`src/hw/rtl/hid_report_to_ps2_set2_scancodes_defines.svh`:
```
// assertion macros shared by the scan code translator modules
// no dependencies; define NO_ASSERTIONS to drop all checks
`ifndef HID_REPORT_TO_PS2_SET2_SCANCODES_DEFINES_SVH
`define HID_REPORT_TO_PS2_SET2_SCANCODES_DEFINES_SVH
`ifndef NO_ASSERTIONS
`define ASSERT_IMPL(label, clk, rst_n, ante, cons, msg) \
    label: assert property (@(posedge clk) disable iff (!rst_n) (ante) |-> (cons)) \
        else $error(msg);
`define ASSERT_NEXT(label, clk, rst_n, ante, cons, msg) \
    label: assert property (@(posedge clk) disable iff (!rst_n) (ante) |=> (cons)) \
        else $error(msg);
`else
`define ASSERT_IMPL(label, clk, rst_n, ante, cons, msg)
`define ASSERT_NEXT(label, clk, rst_n, ante, cons, msg)
`endif
`endif

```
`src/hw/rtl/hps2_pkg.sv`:
```
// types, constants and scan code rom for the hid to ps/2 translator
// no dependencies
package hps2_pkg;
    localparam int NUM_SLOTS  = 4;
    localparam int RING_DEPTH = 64;
    localparam int SLOT_W     = 2;
    localparam int PTR_W      = $clog2(RING_DEPTH);
    localparam int SEL_W      = (NUM_SLOTS > 1) ? $clog2(NUM_SLOTS) : 1;
    localparam int NKEYS      = 6;
    localparam int QDEPTH     = 4;
    localparam int QPTR_W     = 2;

    localparam logic [7:0] MARK_AA      = 8'hAA;
    localparam logic [7:0] PREFIX_EXT   = 8'hE0;
    localparam logic [7:0] PREFIX_BREAK = 8'hF0;
    localparam logic [7:0] ROLLOVER     = 8'h01;
    localparam logic [7:0] MOD_BASE     = 8'hE0;
    localparam logic [7:0] ROM_SIZE     = 8'hE8;

    localparam logic KIND_REPORT = 1'b0;
    localparam logic KIND_POLL   = 1'b1;

    // input word
    typedef struct packed {
        logic        kind;
        logic [1:0]  slot;
        logic [7:0]  modifiers;
        logic [7:0]  key_a;
        logic [7:0]  key_b;
        logic [7:0]  key_c;
        logic [7:0]  key_d;
        logic [7:0]  key_e;
        logic [7:0]  key_f;
    } t_in_word;

    typedef struct packed {
        logic [7:0] out_byte;
        logic [1:0] out_slot;
    } t_out_word;

    // queue entry: one classified code to push, or a poll
    typedef struct packed {
        logic             poll;
        logic [SEL_W-1:0] slot;
        logic             in_range;
        logic             mark;      // push 0xAA
        logic             release_k;
        logic [7:0]       usage;
    } t_cmd;

    // rom: bit 8 = extended, low byte = code, 0 = unmapped
    function automatic logic [8:0] scan_rom(input logic [7:0] u);
        logic [8:0] r;
        begin
            unique case (u)
                8'h04: r = 9'h01C; 8'h05: r = 9'h032; 8'h06: r = 9'h021; 8'h07: r = 9'h023;
                8'h08: r = 9'h024; 8'h09: r = 9'h02B; 8'h0A: r = 9'h034; 8'h0B: r = 9'h033;
                8'h0C: r = 9'h043; 8'h0D: r = 9'h03B; 8'h0E: r = 9'h042; 8'h0F: r = 9'h04B;
                8'h10: r = 9'h03A; 8'h11: r = 9'h031; 8'h12: r = 9'h044; 8'h13: r = 9'h04D;
                8'h14: r = 9'h015; 8'h15: r = 9'h02D; 8'h16: r = 9'h01B; 8'h17: r = 9'h02C;
                8'h18: r = 9'h03C; 8'h19: r = 9'h02A; 8'h1A: r = 9'h01D; 8'h1B: r = 9'h022;
                8'h1C: r = 9'h035; 8'h1D: r = 9'h01A; 8'h1E: r = 9'h016; 8'h1F: r = 9'h01E;
                8'h20: r = 9'h026; 8'h21: r = 9'h025; 8'h22: r = 9'h02E; 8'h23: r = 9'h036;
                8'h24: r = 9'h03D; 8'h25: r = 9'h03E; 8'h26: r = 9'h046; 8'h27: r = 9'h045;
                8'h28: r = 9'h05A; 8'h29: r = 9'h076; 8'h2A: r = 9'h066; 8'h2B: r = 9'h00D;
                8'h2C: r = 9'h029; 8'h2D: r = 9'h04E; 8'h2E: r = 9'h055; 8'h2F: r = 9'h054;
                8'h30: r = 9'h05B; 8'h31: r = 9'h05D; 8'h33: r = 9'h04C; 8'h34: r = 9'h052;
                8'h35: r = 9'h00E; 8'h36: r = 9'h041; 8'h37: r = 9'h049; 8'h38: r = 9'h04A;
                8'h39: r = 9'h058; 8'h3A: r = 9'h005; 8'h3B: r = 9'h006; 8'h3C: r = 9'h004;
                8'h3D: r = 9'h00C; 8'h3E: r = 9'h003; 8'h3F: r = 9'h00B; 8'h40: r = 9'h083;
                8'h41: r = 9'h00A; 8'h42: r = 9'h001; 8'h43: r = 9'h009; 8'h44: r = 9'h078;
                8'h45: r = 9'h007; 8'h47: r = 9'h07E;
                8'h49: r = 9'h170; 8'h4A: r = 9'h16C; 8'h4B: r = 9'h17D; 8'h4C: r = 9'h171;
                8'h4D: r = 9'h169; 8'h4E: r = 9'h17A; 8'h4F: r = 9'h174; 8'h50: r = 9'h16B;
                8'h51: r = 9'h172; 8'h52: r = 9'h175; 8'h53: r = 9'h077; 8'h54: r = 9'h14A;
                8'h55: r = 9'h07C; 8'h56: r = 9'h07B; 8'h57: r = 9'h079; 8'h58: r = 9'h15A;
                8'h59: r = 9'h069; 8'h5A: r = 9'h072; 8'h5B: r = 9'h07A; 8'h5C: r = 9'h06B;
                8'h5D: r = 9'h073; 8'h5E: r = 9'h074; 8'h5F: r = 9'h06C; 8'h60: r = 9'h075;
                8'h61: r = 9'h07D; 8'h62: r = 9'h070; 8'h63: r = 9'h071;
                8'hE0: r = 9'h014; 8'hE1: r = 9'h012; 8'hE2: r = 9'h011; 8'hE3: r = 9'h11F;
                8'hE4: r = 9'h114; 8'hE5: r = 9'h059; 8'hE6: r = 9'h111; 8'hE7: r = 9'h127;
                default: r = 9'h000;
            endcase
            return r;
        end
    endfunction
endpackage

```
`src/hw/rtl/hps2_if.sv`:
```
// valid/ready channel carrying one word of type T
// no dependencies
interface hps2_if #(parameter type T = logic) ();
    logic valid;
    logic ready;
    T     data;
    modport source (output valid, output data, input ready);
    modport sink   (input valid, input data, output ready);
endinterface

```
`src/hw/rtl/hps2_front.sv`:
```
// front end: diffs each report against the slot's previous one, emits commands
// depends on hps2_pkg and the defines header
`include "hid_report_to_ps2_set2_scancodes_defines.svh"
module hps2_front import hps2_pkg::*; (
    input  logic       i_clk,
    input  logic       i_rst_n,
    input  logic       i_in_valid,
    output logic       o_in_ready,
    input  t_in_word   i_in_data,
    output logic       o_cmd_valid,
    input  logic       i_cmd_ready,
    output t_cmd       o_cmd
);
    typedef enum logic [2:0] {S_IDLE, S_MARK, S_MODS, S_NEW, S_OLD, S_DONE} t_state;

    t_state              r_state;
    logic [SEL_W-1:0]    r_slot;
    logic [7:0]          r_mods;
    logic [7:0]          r_oldmods;
    logic [7:0]          r_cur [NKEYS];
    logic [7:0]          r_old [NKEYS];
    logic [2:0]          r_idx;
    logic [7:0]          r_slot_mods [NUM_SLOTS];
    logic [7:0]          r_slot_keys [NUM_SLOTS][NKEYS];
    logic [NUM_SLOTS-1:0] r_started;

    logic [7:0] w_keys [NKEYS];
    logic       w_roll;
    logic       w_in_range;
    logic [SEL_W-1:0] w_sel;
    logic       w_fire;
    logic       w_emit;
    logic [7:0] w_usage;
    logic       w_rel;
    logic       w_in_old;
    logic       w_in_cur;
    logic [7:0] w_mbit;
    logic       w_cmd_set;

    assign w_keys[0] = i_in_data.key_a;
    assign w_keys[1] = i_in_data.key_b;
    assign w_keys[2] = i_in_data.key_c;
    assign w_keys[3] = i_in_data.key_d;
    assign w_keys[4] = i_in_data.key_e;
    assign w_keys[5] = i_in_data.key_f;
    assign w_sel      = i_in_data.slot[SEL_W-1:0];
    assign w_in_range = ({30'd0, i_in_data.slot} < NUM_SLOTS);

    // rollover detection
    always_comb begin
        w_roll = 1'b1;
        for (int i = 0; i < NKEYS; i++)
            if (w_keys[i] != ROLLOVER) w_roll = 1'b0;
    end

    assign o_in_ready = (r_state == S_IDLE) && (!o_cmd_valid || i_cmd_ready);
    assign w_fire     = i_in_valid && o_in_ready;

    // membership of the current element
    always_comb begin
        w_in_old = 1'b0;
        w_in_cur = 1'b0;
        for (int i = 0; i < NKEYS; i++) begin
            if (r_old[i] == r_cur[r_idx]) w_in_old = 1'b1;
            if (r_cur[i] == r_old[r_idx]) w_in_cur = 1'b1;
        end
    end
    assign w_mbit = 8'd1 << r_idx;

    // what this cycle would emit while stepping
    always_comb begin
        w_emit  = 1'b0;
        w_usage = 8'd0;
        w_rel   = 1'b0;
        unique case (r_state)
            S_MARK: w_emit = 1'b1;
            S_MODS: begin
                w_emit  = ((r_mods ^ r_oldmods) & w_mbit) != 8'd0;
                w_usage = MOD_BASE + {5'd0, r_idx};
                w_rel   = (r_mods & w_mbit) == 8'd0;
            end
            S_NEW: begin
                w_emit  = (r_cur[r_idx] != 8'd0) && !w_in_old;
                w_usage = r_cur[r_idx];
            end
            S_OLD: begin
                w_emit  = (r_old[r_idx] != 8'd0) && !w_in_cur;
                w_usage = r_old[r_idx];
                w_rel   = 1'b1;
            end
            default: w_emit = 1'b0;
        endcase
    end

    // a new command word is loaded this cycle
    assign w_cmd_set = (w_fire && i_in_data.kind == KIND_POLL)
                     || (w_emit && (!o_cmd_valid || i_cmd_ready));

    // sequencer and registered command
    always_ff @(posedge i_clk) begin
        if (!i_rst_n) begin
            r_state     <= S_IDLE;
            o_cmd_valid <= 1'b0;
            r_started   <= '0;
            r_idx       <= 3'd0;
        end else begin
            if (i_cmd_ready && !w_cmd_set) o_cmd_valid <= 1'b0;
            unique case (r_state)
                S_IDLE: if (w_fire) begin
                    r_slot <= w_sel;
                    r_mods <= i_in_data.modifiers;
                    for (int i = 0; i < NKEYS; i++) r_cur[i] <= w_keys[i];
                    r_idx  <= 3'd0;
                    if (i_in_data.kind == KIND_POLL) begin
                        o_cmd_valid      <= 1'b1;
                        o_cmd.poll       <= 1'b1;
                        o_cmd.slot       <= w_sel;
                        o_cmd.in_range   <= w_in_range;
                        o_cmd.mark       <= 1'b0;
                        o_cmd.release_k  <= 1'b0;
                        o_cmd.usage      <= 8'd0;
                    end else if (w_in_range && !w_roll) begin
                        if (!r_started[w_sel]) begin
                            r_oldmods <= 8'd0;
                            for (int i = 0; i < NKEYS; i++) r_old[i] <= 8'd0;
                            r_started[w_sel] <= 1'b1;
                            r_state <= S_MARK;
                        end else begin
                            r_oldmods <= r_slot_mods[w_sel];
                            for (int i = 0; i < NKEYS; i++)
                                r_old[i] <= r_slot_keys[w_sel][i];
                            r_state <= S_MODS;
                        end
                    end
                end
                S_DONE: begin
                    r_slot_mods[r_slot] <= r_mods;
                    for (int i = 0; i < NKEYS; i++) r_slot_keys[r_slot][i] <= r_cur[i];
                    r_state <= S_IDLE;
                end
                default: if (!w_emit || !o_cmd_valid || i_cmd_ready) begin
                    if (w_emit) begin
                        o_cmd_valid     <= 1'b1;
                        o_cmd.poll      <= 1'b0;
                        o_cmd.slot      <= r_slot;
                        o_cmd.in_range  <= 1'b1;
                        o_cmd.mark      <= (r_state == S_MARK);
                        o_cmd.release_k <= w_rel;
                        o_cmd.usage     <= w_usage;
                    end
                    priority if (r_state == S_MARK) begin
                        r_state <= S_MODS;
                        r_idx   <= 3'd0;
                    end else if (r_state == S_MODS && r_idx == 3'd7) begin
                        r_state <= S_NEW;
                        r_idx   <= 3'd0;
                    end else if (r_state == S_NEW && r_idx == 3'(NKEYS - 1)) begin
                        r_state <= S_OLD;
                        r_idx   <= 3'd0;
                    end else if (r_state == S_OLD && r_idx == 3'(NKEYS - 1)) begin
                        r_state <= S_DONE;
                    end else begin
                        r_idx <= r_idx + 3'd1;
                    end
                end
            endcase
        end
    end

    `ASSERT_IMPL(a_ready_idle, i_clk, i_rst_n, o_in_ready, r_state == S_IDLE,
        "front ready outside idle")
    `ASSERT_IMPL(a_idx_range, i_clk, i_rst_n, r_state == S_NEW || r_state == S_OLD,
        r_idx < 3'(NKEYS), "key index out of range")
    `ASSERT_NEXT(a_done_idle, i_clk, i_rst_n, r_state == S_DONE, r_state == S_IDLE,
        "done not followed by idle")
endmodule

```
`src/hw/rtl/hps2_cmd_fifo.sv`:
```
// short queue of commands between front and back end
// depends on hps2_pkg and the defines header
`include "hid_report_to_ps2_set2_scancodes_defines.svh"
module hps2_cmd_fifo import hps2_pkg::*; (
    input  logic  i_clk,
    input  logic  i_rst_n,
    input  logic  i_wr_valid,
    output logic  o_wr_ready,
    input  t_cmd  i_wr_data,
    output logic  o_rd_valid,
    input  logic  i_rd_ready,
    output t_cmd  o_rd_data
);
    t_cmd            r_mem [QDEPTH];
    logic [QPTR_W-1:0] r_wp;
    logic [QPTR_W-1:0] r_rp;
    logic [QPTR_W:0]   r_cnt;
    logic w_wr;
    logic w_rd;

    assign o_wr_ready = r_cnt != (QPTR_W+1)'(QDEPTH);
    assign o_rd_valid = r_cnt != '0;
    assign o_rd_data  = r_mem[r_rp];
    assign w_wr = i_wr_valid && o_wr_ready;
    assign w_rd = o_rd_valid && i_rd_ready;

    // pointers and storage
    always_ff @(posedge i_clk) begin
        if (!i_rst_n) begin
            r_wp  <= '0;
            r_rp  <= '0;
            r_cnt <= '0;
        end else begin
            if (w_wr) begin
                r_mem[r_wp] <= i_wr_data;
                r_wp        <= r_wp + 1'b1;
            end
            if (w_rd) r_rp <= r_rp + 1'b1;
            r_cnt <= r_cnt + (QPTR_W+1)'(w_wr) - (QPTR_W+1)'(w_rd);
        end
    end

    `ASSERT_IMPL(a_cnt_max, i_clk, i_rst_n, 1'b1, r_cnt <= (QPTR_W+1)'(QDEPTH),
        "queue count overflow")
    `ASSERT_NEXT(a_cnt_up, i_clk, i_rst_n, w_wr && !w_rd, r_cnt == $past(r_cnt) + 1'b1,
        "queue count did not advance")
endmodule

```
`src/hw/rtl/hps2_back.sv`:
```
// back end: expands commands into ring bytes and serves polls
// depends on hps2_pkg and the defines header
`include "hid_report_to_ps2_set2_scancodes_defines.svh"
module hps2_back import hps2_pkg::*; (
    input  logic       i_clk,
    input  logic       i_rst_n,
    input  logic       i_cmd_valid,
    output logic       o_cmd_ready,
    input  t_cmd       i_cmd,
    output logic       o_out_valid,
    input  logic       i_out_ready,
    output t_out_word  o_out_data
);
    typedef enum logic [2:0] {B_IDLE, B_EXT, B_BRK, B_CODE, B_READ, B_ANS} t_state;

    t_state          r_state;
    logic [7:0]      r_ring [NUM_SLOTS*RING_DEPTH];
    logic [PTR_W-1:0] r_head [NUM_SLOTS];
    logic [PTR_W-1:0] r_tail [NUM_SLOTS];
    logic [7:0]      r_last [NUM_SLOTS];
    t_cmd            r_cmd;
    logic [8:0]      r_enc;
    logic [7:0]      r_peek;

    logic [8:0]      w_enc;
    logic            w_take;
    logic [7:0]      w_byte;
    logic            w_push;
    logic [PTR_W-1:0] w_tail;
    logic [PTR_W-1:0] w_nxt;
    logic            w_empty;
    logic [7:0]      w_ans;

    assign w_enc  = (i_cmd.usage < ROM_SIZE) ? scan_rom(i_cmd.usage) : 9'd0;
    assign o_cmd_ready = (r_state == B_IDLE);
    assign w_take = i_cmd_valid && o_cmd_ready;
    assign w_tail = r_tail[r_cmd.slot];
    assign w_nxt  = w_tail + 1'b1;
    assign w_empty = r_head[r_cmd.slot] == w_tail;

    // byte pushed this cycle
    always_comb begin
        w_push = 1'b0;
        w_byte = r_enc[7:0];
        unique case (r_state)
            B_EXT:  begin w_push = 1'b1; w_byte = PREFIX_EXT; end
            B_BRK:  begin w_push = 1'b1; w_byte = PREFIX_BREAK; end
            B_CODE: begin w_push = 1'b1; w_byte = r_cmd.mark ? MARK_AA : r_enc[7:0]; end
            default: w_push = 1'b0;
        endcase
    end

    // poll answer
    always_comb begin
        w_ans = 8'd0;
        if (r_cmd.in_range && !w_empty && !(r_peek == r_last[r_cmd.slot] && r_peek != 8'd0))
            w_ans = r_peek;
    end

    // ring memory, read registered
    always_ff @(posedge i_clk) begin
        if (w_push && w_nxt != r_head[r_cmd.slot])
            r_ring[{r_cmd.slot, w_tail}] <= w_byte;
        r_peek <= r_ring[{r_cmd.slot, r_head[r_cmd.slot]}];
    end

    // sequencer
    always_ff @(posedge i_clk) begin
        if (!i_rst_n) begin
            r_state     <= B_IDLE;
            o_out_valid <= 1'b0;
            for (int i = 0; i < NUM_SLOTS; i++) begin
                r_head[i] <= '0;
                r_tail[i] <= '0;
                r_last[i] <= 8'd0;
            end
        end else begin
            if (o_out_valid && i_out_ready && r_state != B_ANS) o_out_valid <= 1'b0;
            if (w_push && w_nxt != r_head[r_cmd.slot]) r_tail[r_cmd.slot] <= w_nxt;
            unique case (r_state)
                B_IDLE: if (w_take) begin
                    r_cmd <= i_cmd;
                    r_enc <= w_enc;
                    priority if (i_cmd.poll) r_state <= B_READ;
                    else if (i_cmd.mark) r_state <= B_CODE;
                    else if (w_enc == 9'd0) r_state <= B_IDLE;
                    else if (w_enc[8]) r_state <= B_EXT;
                    else if (i_cmd.release_k) r_state <= B_BRK;
                    else r_state <= B_CODE;
                end
                B_EXT:  r_state <= r_cmd.release_k ? B_BRK : B_CODE;
                B_BRK:  r_state <= B_CODE;
                B_CODE: r_state <= B_IDLE;
                B_READ: r_state <= B_ANS;
                B_ANS: if (!o_out_valid || i_out_ready) begin
                    o_out_valid         <= 1'b1;
                    o_out_data.out_byte <= w_ans;
                    o_out_data.out_slot <= r_cmd.slot[SLOT_W-1:0];
                    if (r_cmd.in_range) begin
                        r_last[r_cmd.slot] <= w_ans;
                        if (w_ans != 8'd0) r_head[r_cmd.slot] <= r_head[r_cmd.slot] + 1'b1;
                    end
                    r_state <= B_IDLE;
                end
                default: r_state <= B_IDLE;
            endcase
        end
    end

    `ASSERT_IMPL(a_ans_range, i_clk, i_rst_n, o_out_valid && !$stable(o_out_data),
        $past(r_state) == B_ANS, "result changed outside answer state")
    `ASSERT_NEXT(a_ext_next, i_clk, i_rst_n, r_state == B_EXT,
        r_state == B_BRK || r_state == B_CODE, "prefix not followed by code")
    `ASSERT_IMPL(a_brk_rel, i_clk, i_rst_n, r_state == B_BRK, r_cmd.release_k,
        "break prefix on a make")
endmodule

```
`src/hw/rtl/hid_report_to_ps2_set2_scancodes.sv`:
```
// HID boot keyboard report to PS/2 set 2 translator with four keyboard slots.
// A report is accepted in the idle state and then stepped through the front
// sequencer (one step per modifier bit and per key compare), while the back end
// takes each queued command in its idle state and then pushes one byte per cycle
// into the ring memory; a poll reads the ring head registered and is answered
// from the answer state, which waits while the output is not ready. No reset
// clearing pass.
// depends on hps2_pkg, hps2_if, hps2_front, hps2_cmd_fifo, hps2_back
module hid_report_to_ps2_set2_scancodes import hps2_pkg::*; (
    input  logic i_clk,
    input  logic i_rst_n,
    hps2_if.sink   i_in,
    hps2_if.source o_out
);
    logic f_valid, f_ready, q_valid, q_ready;
    t_cmd f_cmd, q_cmd;

    // front end
    hps2_front u_front (
        .i_clk, .i_rst_n,
        .i_in_valid(i_in.valid), .o_in_ready(i_in.ready), .i_in_data(i_in.data),
        .o_cmd_valid(f_valid), .i_cmd_ready(f_ready), .o_cmd(f_cmd)
    );

    // command queue
    hps2_cmd_fifo u_fifo (
        .i_clk, .i_rst_n,
        .i_wr_valid(f_valid), .o_wr_ready(f_ready), .i_wr_data(f_cmd),
        .o_rd_valid(q_valid), .i_rd_ready(q_ready), .o_rd_data(q_cmd)
    );

    // back end
    hps2_back u_back (
        .i_clk, .i_rst_n,
        .i_cmd_valid(q_valid), .o_cmd_ready(q_ready), .i_cmd(q_cmd),
        .o_out_valid(o_out.valid), .i_out_ready(o_out.ready), .o_out_data(o_out.data)
    );
endmodule
```
`src/flat_wrapper.sv`:
```
// flat-port wrapper written by rule: the top's interface ports become plain ports
module hid_report_to_ps2_set2_scancodes_flat import hps2_pkg::*;
  (i_clk, i_rst_n, i_in_valid, i_in_data, i_in_ready, o_out_valid, o_out_data, o_out_ready);
  hps2_if i_in_i ();
  hps2_if o_out_i ();
  input  logic i_clk;
  input  logic i_rst_n;
  input wire logic [$bits(i_in_i.valid)-1:0] i_in_valid;
  input wire logic [$bits(i_in_i.data)-1:0] i_in_data;
  output wire logic [$bits(i_in_i.ready)-1:0] i_in_ready;
  output wire logic [$bits(o_out_i.valid)-1:0] o_out_valid;
  output wire logic [$bits(o_out_i.data)-1:0] o_out_data;
  input wire logic [$bits(o_out_i.ready)-1:0] o_out_ready;
  assign i_in_i.valid = i_in_valid;
  assign i_in_i.data = i_in_data;
  assign i_in_ready = i_in_i.ready;
  assign o_out_valid = o_out_i.valid;
  assign o_out_data = o_out_i.data;
  assign o_out_i.ready = o_out_ready;
  hid_report_to_ps2_set2_scancodes u_core (.i_clk(i_clk), .i_rst_n(i_rst_n), .i_in(i_in_i), .o_out(o_out_i));
endmodule
```
`config.mk`:
```
export PLATFORM = sky130hd
export DESIGN_NAME = hid_report_to_ps2_set2_scancodes_flat
export DESIGN_NICKNAME = d
export VERILOG_FILES = /design/src/hw/rtl/hps2_pkg.sv /design/src/hw/rtl/hps2_if.sv /design/src/hw/rtl/hps2_front.sv /design/src/hw/rtl/hps2_cmd_fifo.sv /design/src/hw/rtl/hps2_back.sv /design/src/hw/rtl/hid_report_to_ps2_set2_scancodes.sv /design/src/flat_wrapper.sv
export VERILOG_INCLUDE_DIRS = /design/src /design/src/hw/rtl
export SDC_FILE = /design/constraint.sdc
export NUM_CORES = 1
export LEC_CHECK = 0
export BUFFER_PORTS_ARGS = -buffer_cell sky130_fd_sc_hd__buf_2
export CAP_MARGIN = 5
export CORE_MARGIN = 1.5
export CORE_UTILIZATION = 61
export CTS_CLUSTER_SIZE = 20
export DETAILED_ROUTE_END_ITERATION = 10
export GPL_TIMING_DRIVEN = 0
export PLACE_DENSITY = 0.83
export SETUP_SLACK_MARGIN = 0.4
export SLEW_MARGIN = 30
export SYNTH_ARGS = -nofsm -noshare
export SYNTH_HDL_FRONTEND = slang
export SYNTH_MEMORY_MAX_BITS = 65536
export SYNTH_SLANG_ARGS = --single-unit
```
`constraint.sdc`:
```
create_clock -name i_clk -period 2.9 [get_ports i_clk]
set_input_delay 0.87 -clock i_clk [delete_from_list [all_inputs] [get_ports i_clk]]
set_output_delay 0.87 -clock i_clk [all_outputs]
set_load 0.01 [all_outputs]
```
Word level (Yosys, flattened, before mapping)
Memories as Yosys holds them, arrays and structs flattened. A register that Yosys moved wholly into a read port is not among the register bits.
Index checks and enable logic that the tools add are counted.

operators by class
  add/sub/neg operators = 6
  $lt $le $gt $ge = 1
  eq/ne operators = 29
  shift operators = 1
  muxes and demuxes = 79
  bitwise gates (word level) = 9
  reduce and logical (&&, ||, !) cells = 43

operator list
  cell                                                               number
  8-bit == test                                                      12
  3-bit two-way mux                                                  19
  8-bit two-way mux                                                  6
  1-bit two-way mux                                                  42
  8-bit case mux with 3 select lines                                 1
  8-bit nonzero test                                                 3
  3-bit == test, second input constant                               6
  3-bit case mux with 5 select lines                                 1
  1-bit logical AND                                                  13
  2-bit two-way mux                                                  6
  3-bit case mux with 2 select lines                                 2
  3-bit AND reduction                                                4
  3-bit by 2-bit == test with 1-bit output, second input constant    3
  9-bit logical NOT                                                  1
  9-bit two-way mux                                                  1
  8-bit bitwise AND                                                  1
  8-bit less-than comparator, second input constant                  1
  4-bit AND reduction                                                2
  1-bit by 3-bit left shift with 8-bit output, first input constant  1
  6-bit by 4-bit adder with 7-bit output, first input constant       1
  3-bit by 1-bit == test with 1-bit output, second input constant    2
  1-bit logical NOT                                                  6
  3-bit logical NOT                                                  2
  3-bit inequality test, second input constant                       2
  16 further kinds                                                   30

word-level totals
  flip-flop bits (word level) = 40
  RAM bits = 286
  ROM bits = 2304
  bits of input ports = 5
  output and inout bits = 3
  word-level logic and storage cells = 189
  memories kept = 5

memories
  name                        depth  width  rd ports  clocked after memory_dff  write ports  line                 text
  (name not given)            256    9      1         0                         0            hps2_pkg.sv:55       unique case (u)
  u_core.u_front.r_slot_keys  4      48     1         0                         1            hps2_front.sv:24     logic [7:0] r_slot_keys [NUM_SLOTS][NKEYS];
  u_core.u_front.r_old        6      8      7         1                         6            hps2_front.sv:21     logic [7:0] r_old [NKEYS];
  u_core.u_fifo.r_mem         4      10     1         1                         1            hps2_cmd_fifo.sv:14  t_cmd r_mem [QDEPTH];
  u_core.u_front.r_cur        6      1      7         1                         6            hps2_front.sv:20     logic [7:0] r_cur [NKEYS];

Longest topological paths before layout
An unclocked memory read counts as a cell.

  depth in word-level cells = 18
  mapped depth = 11

Cells and area by module
From an unflattened synthesis, not the netlist that was laid out.

unflattened totals
  cells, all modules = 7449
  area total of the unflattened synthesis = 107673.3 µm²

modules (own cells, without submodules)
  module                            instances  cells an instance  area each (µm²)  sequential area each (µm²)
  hps2_back                         1          6341               89026.6          64872.2
  hps2_front                        1          986                16114.2          10820.4
  hps2_cmd_fifo                     1          121                2528.7           1861.8
  hid_report_to_ps2_set2_scancodes  1          1                  3.8              0.0

Least setup slack after synthesis
No wires, ideal clock.

  path type = register to register
  from = reg u_core.u_fifo.r_cnt[1]
  to = reg u_core.u_fifo.r_cnt[2]
  setup time = 0.128 ns
  arrival time = 2.074 ns
  required time = 2.772 ns
  slack = 0.698 ns
  stages on the path, launching flop included = 12
  buffers on the path = 0
  cell sequence = dfxtp_1 > nor2_1 > a21boi_1 > inv_1 > ha_1 > inv_1 > ha_1 > inv_1 > fa_1 > xor2_1 > xnor2_1 > nor2_1

between the ends
  longest elaborated chain between the ends = 4
  elaborated cells between the ends (all ways) = 6
  classes of those cells = add/sub: 2; eq/ne: 1; reduce/logical: 3

RTL lines
  element                                        line                 text
  from (decl)                                    hps2_cmd_fifo.sv:17  logic [QPTR_W:0] r_cnt;
  from (signal assigned)                         hps2_cmd_fifo.sv:39  r_cnt <= r_cnt + (QPTR_W+1)'(w_wr) - (QPTR_W+1)'(w_rd);
  3-bit inequality test                          hps2_cmd_fifo.sv:21  assign o_wr_ready = r_cnt != (QPTR_W+1)'(QDEPTH);
  1-bit logical AND                              hps2_cmd_fifo.sv:24  assign w_wr = i_wr_valid && o_wr_ready;
  3-bit by 1-bit adder with 3-bit output         hps2_cmd_fifo.sv:39
  3-bit by 1-bit subtractor with 3-bit output *  hps2_cmd_fifo.sv:39

Mark *: on every way between the ends. The rest lies on a longest branch, timed or not.
A chain may end at the register's enable or synchronous reset.

Worst setup path after layout
  from = reg u_core.u_fifo.r_cnt[2]
  to = out i_in_ready

between the ends
  longest elaborated chain between the ends = 3

RTL lines
  element                line                 text
  3-bit inequality test  hps2_cmd_fifo.sv:21
  1-bit logical OR       hps2_front.sv:56     assign o_in_ready = (r_state == S_IDLE) && (!o_cmd_valid || i_cmd_ready);
  1-bit logical AND      hps2_front.sv:56
  to (decl)              flat_wrapper.sv:10   output wire logic [$bits(i_in_i.ready)-1:0] i_in_ready;

No other way between the ends.

==> results.cfg <==
[synth]
synth_area_per_cell_sq_um = 11.7
syn_inst = 229
syn-num-nets = 249
ys_types = 46
synth_area_sq_mm = 0.00267
yosys_warnings = 0
ys_seq_area_frac = 0.554
synth_seq_cells = 57

[global_routing]
grtUsageTotal = 0.220
grt_max_degree = 11
grt_pass1_wl_mm = 8.12
overflow = 0
antenna_found_initial = 0
grt_pass1_vias = 1676

[sta]
hold_viol = 0
finalSetupViolCount = 0
worstMarginPinSlew_ns = 0.553
rsz0062_at_grt = true
clock.fmax_ghz = 0.406
layout_min_cycle_time_ns = 2.46
relSlewSlack = 0.631
setup_tns_ns = 0
finalCritPeriodShare = 0.850
fin_skew_ns = 0.00965
timing.hold.ws_ns = 0.495
finalMaxSlewViolations = 0

[routing]
drt-total-wl_mm = 4.87
routedWlPerCell_um = 16.1
drtIter0Drc = 101
vias = 1808
ant_nets = 0
first_pass_iters = 5
drc = 0
vias_per_cell = 5.99

[placement]
gp_congestion = 0.929
hpwl_mm = 3.24
place_inst = 284
portBuffers = 5

[setup_path]
rr_endpoint = u_core.u_fifo.r_cnt[2]
cp.required_ns = 2.03
reg2reg_slack_ns = 0.50
cp_slowest_cell = nor4bb_2
cp.depth = 3
critPathMaxFanout = 5
cp_top_family = simple AND/OR/NAND/NOR gates
end_kind = primary output
worstSetupPathType = reg -> out
startpoint_type = flop
cp.buffers_inverters = 1
ff2ff_path_depth = 11
r2r-start = u_core.u_fifo.r_cnt[1]
cp_cell_sequence = nor4bb_2, nor4_2, buf_2
crit_arrival_ns = 1.59
critical_path.max_stage_delay_ns = 0.55

[die]
die-area_sq_mm = 0.00479
die_w_um = 69.2
die_h_um = 69.2
start_util = 0.649
pin_count = 8
fp-row-count = 23
core_sq_mm = 0.00412

[cts]
clk_latency_ns = 0.32
cts_made_buffers = 9
cts_sinks = 57
root_buffer = clkbuf_8
cts.path.max_buffers = 2
cts_tree = built
h-tree-depth = 3
cts_hold_buf = 0
cts.clk_slew.worst_paths_ns = 0.06

[flow_run]
maxCapViolations = 0

[min_path]
hp-class = reg -> reg
hold_path.startpoint = u_core.u_front.o_cmd[8]
holdPathEnd = u_core.u_fifo.r_mem[0][8]
hold_depth = 0

[pwr]
netSwitchingFraction = 0.338
intPower_mw = 1.83
p_comb_frac = 0.351
clkPwrFrac = 0.248
seqPwrFrac = 0.401
p_sw_mw = 0.934
p_leak_nw = 1.12
p_per_area_mw_per_mm2 = 922
worst_ir_drop_vdd_v = 0.000571

[layout]
area_delta_synth_final_pct = 11.9
drive_above_1_share = 0.139
nets = 267
fillCellCount = 265
diodes = 0
layout.cells.non_filler = 302

[run_status]
outcome = finished, final reports clean
==> layout make-up <==
type	count	area, sq um	area share
buffer	10	50.0	0.0167
clock buffer	12	135	0.0452
clock inverter	4	45.0	0.0151
inverter	12	45.0	0.0151
multi-input combinational	150	1130	0.379
sequential	57	1480	0.495
tap	50	62.6	0.0209
timing repair buffer	7	40.0	0.0134
==> power groups by stage <==
stage	Clock [mW]	Combinational (mW)	Sequential, mW
global placement	0	0.886	1.11
CTS	0.698	0.931	1.10
detailed placement	0	0.907	1.11
global route	0.740	1.09	1.12
finish	0.685	0.968	1.11
floorplan	0	0.754	1.08
==> repair_timing <==
| item | CTS | global route |
|---|---|---|
| cloned | 0 | 0 |
| resized for setup | 3 | 2 |
| setup buffers | 0 | 2 |
| endpoints found under the setup margin | 2 | 2 |
| pin swaps | 0 | 1 |
==> stage by stage <==
| step | setup slack [ns] | area (sq um) | power [mW] | util |
|---|---|---|---|---|
| finish | 0.436 | 2990 | 2.76 | 0.727 |
| global route | 0.329 | 2990 | 2.95 | 0.727 |
| CTS | 0.434 | 2960 | 2.73 | 0.718 |
| detailed placement | 0.425 | 2760 | 2.02 | 0.671 |
| global placement | 0.459 | 2760 | 1.99 | 0.671 |
| floorplan | 0.698 | 2670 | 1.84 | - |
==> how the worst max path moves through the flow <==
stage / startpoint / to / slack [ns]
finish: u_core.u_fifo.r_cnt[2] / i_in_ready / 0.44
global route: u_core.u_fifo.r_cnt[1] / u_core.u_fifo.r_cnt[2] / 0.33
CTS: u_core.u_fifo.r_cnt[1] / u_core.u_fifo.r_cnt[2] / 0.43
detailed placement: i_rst_n / u_core.u_front.o_cmd[2] / 0.43
global placement: i_rst_n / u_core.u_front.o_cmd[0] / 0.46
floorplan: u_core.u_fifo.r_cnt[1] / u_core.u_fifo.r_cnt[2] / 0.70
==> per-layer routing <==
metal  part of all wire  global-route usage  vias to the layer above
li1                   -                   -                      877
met1               0.44               0.278                      862
met2               0.49               0.356                       63
met3              0.057              0.0785                        6
met4              0.012              0.0719                        0
met5                  0                   0                        -
==> cell usage after synthesis, drive strengths merged <==
cell	number	area, sq um
dfxtp	23	460
xor2	2	17.5
nor4bb	2	20.0
a21boi	1	7.51
nor3	6	30.0
or2	1	6.26
nor2b	2	12.5
a211o	3	26.3
o31ai	1	7.51
o211ai	1	7.51
nand4b	2	17.5
and3	8	50.1
nor2	18	67.6
a311oi	1	8.76
and2	3	18.8
ha	14	175
mux2	2	26.3
nand3	4	20.0
nand2	21	78.8
o32ai	3	26.3
mux4	6	143
a21oi	15	75.1
o21ai	4	20.0
o22ai	2	12.5
a31oi	4	25.0
edfxtp	34	1020
and4b	1	10.0
a21o	2	15.0
a211oi	2	15.0
conb	1	3.75
clkbuf	5	18.8
o311a	1	10.0
nor4	3	25.0
or4b	1	10.0
nand2b	7	43.8
inv	12	45.0
o22a	2	17.5
fa	1	20.0
buf	5	31.3
xnor2	3	26.3
==> registers in the layout, indices dropped and copies added (netlist names), 2 cells and up, named ones only <==
name	flops
u_core.u_back.r_state	3
u_core.u_fifo.r_cnt	3
u_core.u_fifo.r_mem	24
u_core.u_fifo.r_rp	2
u_core.u_fifo.r_wp	2
u_core.u_front.o_cmd	6
u_core.u_front.r_idx	3
u_core.u_front.r_state	3
==> worst reg2reg max path: cells and delay by family, from the launching register on <==
family / cells / cell delay (ns)
flops: 1 / 0.48
xor+xnor: 2 / 0.33
fa+ha+maj: 3 / 0.79
simple gates: 2 / 0.18
compound gates: 1 / 0.28
buf+inv: 3 / 0.22
==> kinds of logic after synthesis <==
group | Yosys count | synth area share
AO/OA/AOI/OAI | 42 | 0.103
AND/OR/NAND/NOR | 79 | 0.154
adder cells (fa/ha/maj) | 15 | 0.0730
other | 1 | 0.00140
XOR/XNOR | 5 | 0.0164
buffers and inverters | 22 | 0.0356
flip-flops | 57 | 0.554
multiplexers | 8 | 0.0632
==> placed cells by master, fill, tap and decap left out, types with 2 or more instances in the layout <==
cell type / count
a31oi_1: 4
xor2_1: 2
nor2_1: 18
mux4_1: 2
mux4_2: 4
a21oi_1: 15
and3_1: 8
a211o_1: 3
nor2b_1: 2
clkbuf_8: 9
inv_1: 12
xnor2_1: 3
clkinv_2: 3
nand2_1: 21
o22a_1: 2
nor3_1: 5
o22ai_1: 2
nand3_1: 4
nand2b_1: 7
dfxtp_1: 23
nand4b_1: 2
buf_1: 2
ha_1: 14
a211oi_1: 2
o32ai_1: 3
o21ai_0: 4
buf_2: 6
buf_4: 3
edfxtp_1: 34
and2_1: 3
a21o_1: 2
clkbuf_1: 8
(Power assumes the default switching activity.)
